**src/sv/approximate_pattern_matcher_unit_macros.svh**
```systemverilog
// Assertion helpers used by the matcher top module.
`ifndef APPROXIMATE_PATTERN_MATCHER_UNIT_MACROS_SVH
`define APPROXIMATE_PATTERN_MATCHER_UNIT_MACROS_SVH

// Same-cycle implication, checked outside reset.
`define APM_ASSERT_NOW(lbl, ante, cons) \
    lbl: assert property (@(posedge i_clk) disable iff (!i_rst_n) (ante) |-> (cons)) \
        else $error("apm assertion failed");

// Next-cycle implication, checked outside reset.
`define APM_ASSERT_NEXT(lbl, ante, cons) \
    lbl: assert property (@(posedge i_clk) disable iff (!i_rst_n) (ante) |=> (cons)) \
        else $error("apm assertion failed");

`endif

```
**src/sv/apm_pkg.sv**
```systemverilog
package apm_pkg;

    localparam int DIST_W = 5;

    localparam logic [1:0] REG_PAT_LO  = 2'd0;
    localparam logic [1:0] REG_PAT_HI  = 2'd1;
    localparam logic [1:0] REG_PAT_LEN = 2'd2;
    localparam logic [1:0] REG_MAX_ERR = 2'd3;

    typedef struct packed {
        logic              valid;
        logic [7:0]        text_byte;
        logic [DIST_W-1:0] old_d;
        logic [DIST_W-1:0] new_d;
        logic              match;
    } t_cell_data;

    typedef struct packed {
        logic [7:0]        pat_byte;
        logic [DIST_W-1:0] cap;
        logic [3:0]        max_err;
        logic              is_last;
    } t_cell_ctl;

endpackage

```
**src/sv/approximate_pattern_matcher_unit.sv**
```systemverilog
// Channel   | Direction | Handshake                 | Payload
// text in   | input     | i_in_valid / o_in_ready   | i_text_byte
// result    | output    | o_out_valid / i_out_ready | o_match_found, o_text_position
// config    | input     | psel, penable, pwrite     | paddr, pwdata, prdata
//
// One item enters per cycle and flows down a row of MAX_PATTERN cells on a skewed schedule.
// Each item's result passes through the MAX_PATTERN cell registers, then the output register.
// Reset is synchronous and restores the distance column, the position count and the registers.
// When a result waits in the output register and is not taken, the whole row stalls.
`include "approximate_pattern_matcher_unit_macros.svh"

module approximate_pattern_matcher_unit #(
    parameter int MAX_PATTERN = 16
) (
    input  logic        i_clk,
    input  logic        i_rst_n,
    input  logic        i_in_valid,
    output logic        o_in_ready,
    input  logic [7:0]  i_text_byte,
    output logic        o_out_valid,
    input  logic        i_out_ready,
    output logic        o_match_found,
    output logic [31:0] o_text_position,
    input  logic        psel,
    input  logic        penable,
    input  logic        pwrite,
    input  logic [4:0]  paddr,
    input  logic [63:0] pwdata,
    output logic [63:0] prdata,
    output logic        pready
);
    import apm_pkg::*;

    localparam int IDX_W = (MAX_PATTERN > 1) ? $clog2(MAX_PATTERN) : 1;

    logic [63:0] r_pat_lo;
    logic [63:0] r_pat_hi;
    logic [4:0]  r_pat_len;
    logic [3:0]  r_max_err;
    logic        r_out_valid;
    logic        r_out_match;
    logic [31:0] r_pos;

    logic             w_en;
    logic             w_wr;
    logic [6:0]       w_len_ext;
    logic [IDX_W-1:0] w_last_idx;
    logic [DIST_W-1:0] w_cap;
    t_cell_data       w_chain [MAX_PATTERN+1];

    assign pready = 1'b1;
    assign w_wr   = psel && penable && pwrite;

    always_ff @(posedge i_clk) begin
        if (!i_rst_n) begin
            r_pat_lo  <= '0;
            r_pat_hi  <= '0;
            r_pat_len <= 5'd1;
            r_max_err <= '0;
        end else if (w_wr) begin
            unique case (paddr[4:3])
                REG_PAT_LO:  r_pat_lo  <= pwdata;
                REG_PAT_HI:  r_pat_hi  <= pwdata;
                REG_PAT_LEN: r_pat_len <= pwdata[4:0];
                REG_MAX_ERR: r_max_err <= pwdata[3:0];
                default:     r_pat_lo  <= r_pat_lo;
            endcase
        end
    end

    always_comb begin
        unique case (paddr[4:3])
            REG_PAT_LO:  prdata = r_pat_lo;
            REG_PAT_HI:  prdata = r_pat_hi;
            REG_PAT_LEN: prdata = {59'd0, r_pat_len};
            REG_MAX_ERR: prdata = {60'd0, r_max_err};
            default:     prdata = '0;
        endcase
    end

    always_comb begin
        w_len_ext = {2'b00, r_pat_len};
        if (r_pat_len == 5'd0) begin
            w_last_idx = '0;
        end else if (w_len_ext > 7'(MAX_PATTERN)) begin
            w_last_idx = IDX_W'(MAX_PATTERN - 1);
        end else begin
            w_last_idx = IDX_W'(w_len_ext - 7'd1);
        end
        w_cap = {1'b0, r_max_err} + DIST_W'(1);
    end

    assign w_en       = !r_out_valid || i_out_ready;
    assign o_in_ready = w_en;

    always_comb begin
        w_chain[0].valid     = i_in_valid;
        w_chain[0].text_byte = i_text_byte;
        w_chain[0].old_d     = '0;
        w_chain[0].new_d     = '0;
        w_chain[0].match     = 1'b0;
    end

    for (genvar k = 0; k < MAX_PATTERN; k++) begin : g_cell
        t_cell_ctl w_ctl;

        always_comb begin
            if (k < 8) begin
                w_ctl.pat_byte = r_pat_lo[(8*(k%8)) +: 8];
            end else if (k < 16) begin
                w_ctl.pat_byte = r_pat_hi[(8*(k%8)) +: 8];
            end else begin
                w_ctl.pat_byte = 8'h00;
            end
            w_ctl.cap     = w_cap;
            w_ctl.max_err = r_max_err;
            w_ctl.is_last = (w_last_idx == IDX_W'(k));
        end

        apm_cell #(
            .CELL_IDX(k)
        ) u_cell (
            .i_clk  (i_clk),
            .i_rst_n(i_rst_n),
            .i_en   (w_en),
            .i_ctl  (w_ctl),
            .i_data (w_chain[k]),
            .o_data (w_chain[k+1])
        );
    end

    always_ff @(posedge i_clk) begin
        if (!i_rst_n) begin
            r_out_valid <= 1'b0;
            r_pos       <= '0;
        end else begin
            if (w_en) begin
                r_out_valid <= w_chain[MAX_PATTERN].valid;
            end
            if (r_out_valid && i_out_ready) begin
                r_pos <= r_pos + 32'd1;
            end
        end
    end

    always_ff @(posedge i_clk) begin
        if (w_en) begin
            r_out_match <= w_chain[MAX_PATTERN].match;
        end
    end

    assign o_out_valid     = r_out_valid;
    assign o_match_found   = r_out_match;
    assign o_text_position = r_pos;

    `APM_ASSERT_NOW(a_stall_blocks_input, r_out_valid && !i_out_ready, !o_in_ready)
    `APM_ASSERT_NEXT(a_pos_steps, r_out_valid && i_out_ready, r_pos == $past(r_pos) + 32'd1)
    `APM_ASSERT_NOW(a_first_row_bound, w_chain[1].valid, w_chain[1].new_d <= DIST_W'(1))
    `APM_ASSERT_NOW(a_valid_drops_on_take, $fell(r_out_valid), $past(i_out_ready))

endmodule

```
**src/sv/apm_cell.sv**
```systemverilog
module apm_cell #(
    parameter int CELL_IDX = 0
) (
    input  logic                i_clk,
    input  logic                i_rst_n,
    input  logic                i_en,
    input  apm_pkg::t_cell_ctl  i_ctl,
    input  apm_pkg::t_cell_data i_data,
    output apm_pkg::t_cell_data o_data
);
    import apm_pkg::*;

    logic [DIST_W-1:0] r_dist;
    logic [DIST_W-1:0] n_dist;
    t_cell_data        r_data;
    t_cell_data        n_data;
    logic              w_cost;
    logic [DIST_W:0]   w_a;
    logic [DIST_W:0]   w_b;
    logic [DIST_W:0]   w_c;
    logic [DIST_W:0]   w_ab;
    logic [DIST_W:0]   w_abc;
    logic [DIST_W:0]   w_v;

    always_comb begin
        w_cost = (i_data.text_byte != i_ctl.pat_byte);
        w_a    = {1'b0, r_dist} + (DIST_W+1)'(1);
        w_b    = {1'b0, i_data.new_d} + (DIST_W+1)'(1);
        w_c    = {1'b0, i_data.old_d} + {{DIST_W{1'b0}}, w_cost};
        w_ab   = (w_a < w_b) ? w_a : w_b;
        w_abc  = (w_ab < w_c) ? w_ab : w_c;
        w_v    = (w_abc < {1'b0, i_ctl.cap}) ? w_abc : {1'b0, i_ctl.cap};
        n_dist = w_v[DIST_W-1:0];

        n_data.valid     = i_data.valid;
        n_data.text_byte = i_data.text_byte;
        n_data.old_d     = r_dist;
        n_data.new_d     = n_dist;
        n_data.match     = i_ctl.is_last ? (w_v <= {2'b00, i_ctl.max_err}) : i_data.match;
    end

    always_ff @(posedge i_clk) begin
        if (!i_rst_n) begin
            r_dist <= DIST_W'(CELL_IDX + 1);
            r_data <= '0;
        end else if (i_en) begin
            r_data <= n_data;
            if (i_data.valid) begin
                r_dist <= n_dist;
            end
        end
    end

    assign o_data = r_data;

endmodule
```
**config.mk**
```make
export PLATFORM = sky130hd
export DESIGN_NAME = approximate_pattern_matcher_unit
export DESIGN_NICKNAME = d
export VERILOG_FILES = /design/src/sv/apm_pkg.sv /design/src/sv/approximate_pattern_matcher_unit.sv /design/src/sv/apm_cell.sv
export VERILOG_INCLUDE_DIRS = /design/src /design/src/sv
export SDC_FILE = /design/constraint.sdc
export NUM_CORES = 2
export LEC_CHECK = 0
export CAP_MARGIN = 20
export CORE_ASPECT_RATIO = 0.9
export CORE_MARGIN = 2
export CORE_UTILIZATION = 57
export CTS_CLUSTER_DIAMETER = 100
export DETAILED_ROUTE_END_ITERATION = 16
export DONT_BUFFER_PORTS = 1
export PLACE_DENSITY_LB_ADDON = 0.1
export SYNTH_ARGS = -nofsm -noshare
export SYNTH_HDL_FRONTEND = slang
export SYNTH_HIERARCHICAL = 1
export SYNTH_SLANG_ARGS = --single-unit
```
**constraint.sdc**
```tcl
create_clock -name i_clk -period 15.85 [get_ports i_clk]
set_clock_uncertainty 0.2 [all_clocks]
set_input_delay 3.17 -clock i_clk [delete_from_list [all_inputs] [get_ports i_clk]]
set_output_delay 3.17 -clock i_clk [all_outputs]
set_load 0.005 [all_outputs]
```
==> impl_metrics.toml <==
[outcome]
outcome = "finished, final reports clean"

[global_routing]
grt_overflow_total = 0
grtUsageTotal_pct = 29.8
grt_antenna_before_repair = 2
grt_pass1_vias = 31725
grt_max_degree = 379
grt_pass1_wl_um = 172000

[clock_network]
clkTransAtPathRegs_ns = 0.06
root_buffer = "clkbuf_16"
cts_sinks = 553
cts_resized = 0
h-tree-depth = 2
clk_latency_ns = 0.66
cts_tree = "done"
cts_buffer_depth = 3
numCtsBuffers = 60
ctsHoldBuffers = 0
post_cts_buffers = 0

[timing]
finalSetupViolCount = 0
rsz0062_at_grt = "false"
slew_viol_final = 0
setup_tns_ns = 0
hold_viol = 0
worstMarginPinSlew_ns = 1.08
maxSlewHeadroom_pct = 27.9
finalCriticalPeriod_ns = 7.34
fmax_mhz = 136
timing.final.crit_share_pct = 46.3

[drt]
ant_nets = 0
dr.pass1.iters = 5
m1WireLength_um = 52300
vias = 34454
viasPerCell = 6.09
wl_met3_um = 8680
drt_iter0_drc = 2718
wl_met2_um = 45100
wl_per_cell_um = 19.3
drc_errors = 0
wl_um = 109000
routed.top_layer = "met5"

[layout]
syn2layout_area_growth_pct = 6.97
diodes = 0
fillers = 6286
num-nets-final = 5120
fin_cells = 5654
drive_gt1_share_pct = 7.92

[placed_design]
globalplace.congestion = 0.973
dp.final_hpwl_um = 79800
numPortBuffers = 0
dp.cells = 5547

[critical_path]
crit_path_start_kind = "register"
cp_num_buf_inv = 2
worstPathArrival_ns = 7.72
crit_path_end_kind = "register"
path_class = "reg2reg"
required_ns = 16.23
cp_slowest_stage_delay_ns = 0.51
cp_slowest_cell = "nor4_4"
cp_max_fo = 8
cp_top_family = "compound AO/OA/AOI/OAI gates"

[floorplanning]
pin_count = 184
chipWidth_um = 282
die_h_um = 254
rows = 91
die-area_sq_um = 71500
initial_core_util_pct = 57.7
core_region_area_sq_um = 68500

[power]
powerDensity_nw_per_um2 = 179
irDropWorstVdd_mv = 0.163
leakage_nw = 19.5

[logic_synthesis]
yosys_warnings = 6
syn_inst = 4743
synth.avg_cell_area_sq_um = 8.34
syn_area_sq_um = 39500

[hold_path]
hold_class = "reg2reg"

[run]
max_cap_violations = 0
-- cells in the final DEF (no fill, tap or decap), drive strengths merged, types with 20 or more instances in the layout --
cell     instances
conb            29
o21a            25
nor4            39
xor2           230
or4             22
nand2b          50
o22ai           29
a31oi          141
a21boi          33
inv            314
and2            47
nand2          512
nor2           198
a41oi           26
clkinv          20
dfxtp          552
o2111ai         42
xnor2           54
mux2            22
a21o            75
o21ai          211
o31ai           96
nand4           62
or3             20
clkbuf          76
nand3          170
a31o            39
mux2i          324
nor3            49
a21oi          349
and3            62
ha             356
or2             40
nor2b          186
o211ai          35
-- worst register-to-register path: cells and delay by family, from the launching register on --
kind            cells  cell delay (ns)
compound gates     11             2.14
fa+ha+maj           5             1.49
flops               1             0.49
simple gates        9             1.70
xor+xnor            1             0.21
mux                 3             0.92
buf+inv             2             0.16
-- where the power goes --
part	switching [W]	internal (W)	total (W)
Sequential	0.000122	0.00148	0.00160
Clock	0.000610	0.000790	0.00140
Combinational	0.00266	0.00193	0.00458
-- final cells by class --
cell class,count,area [sq um],area share (%)
clock inverter,30,323,0.763
timing repair buffer,19,175,0.414
inverter,313,1180,2.79
multi-input combinational,3733,26800,63.2
sequential,553,11100,26.2
tap,930,1160,2.75
clock buffer,76,1620,3.83
-- metal layers --
metal  track usage (%)  vias to the layer above
li1                  -                    17016
met1              43.2                    16307
met2              44.7                      984
met3              5.44                      145
met4              8.54                        2
met5                 0                        -
-- state kept, by name (all words and copies together) (netlist names) --
| name | cells |
|---|---|
| r_pat_len | 5 |
| o_match_found | 1 |
| r_max_err | 4 |
| g_cell.u_cell/o_data | 302 |
| r_pat_lo | 64 |
| r_pat_hi | 64 |
| g_cell.u_cell/r_dist | 80 |
| o_out_valid | 1 |
| o_text_position | 32 |
-- per-stage QoR --
| stage | hold slack, ns | util [%] | setup slack, ns | total power [W] | instance area [sq um] |
|---|---|---|---|---|---|
| after global routing | 0.299 | 61.7 | 7.74 | 0.00824 | 42300 |
| after floorplan | 0.208 | - | 8.12 | 0.00526 | 39600 |
| after global placement | 0.262 | 58.8 | 8.10 | 0.00604 | 40300 |
| final | 0.283 | 61.7 | 8.51 | 0.00759 | 42300 |
| after detailed placement | 0.269 | 58.8 | 8.03 | 0.00611 | 40300 |
| after CTS | 0.279 | 61.7 | 8.54 | 0.00754 | 42300 |
-- worst paths after layout --
| kind | start | end | slack, ns | depth (start not counted) |
|---|---|---|---|---|
| setup / recovery | g_cell[8].u_cell/r_dist[0] | g_cell[8].u_cell/o_data[0] | 8.51 | 31 |
| hold / removal | r_pat_hi[32] | r_pat_hi[32] | 0.28 | 2 |
| setup reg to reg | g_cell[8].u_cell/r_dist[0] | g_cell[8].u_cell/o_data[0] | 8.51 | 31 |
| hold reg to reg | r_pat_hi[32] | r_pat_hi[32] | 0.28 | 2 |
Note: power is estimated with default switching activity, not from simulation.
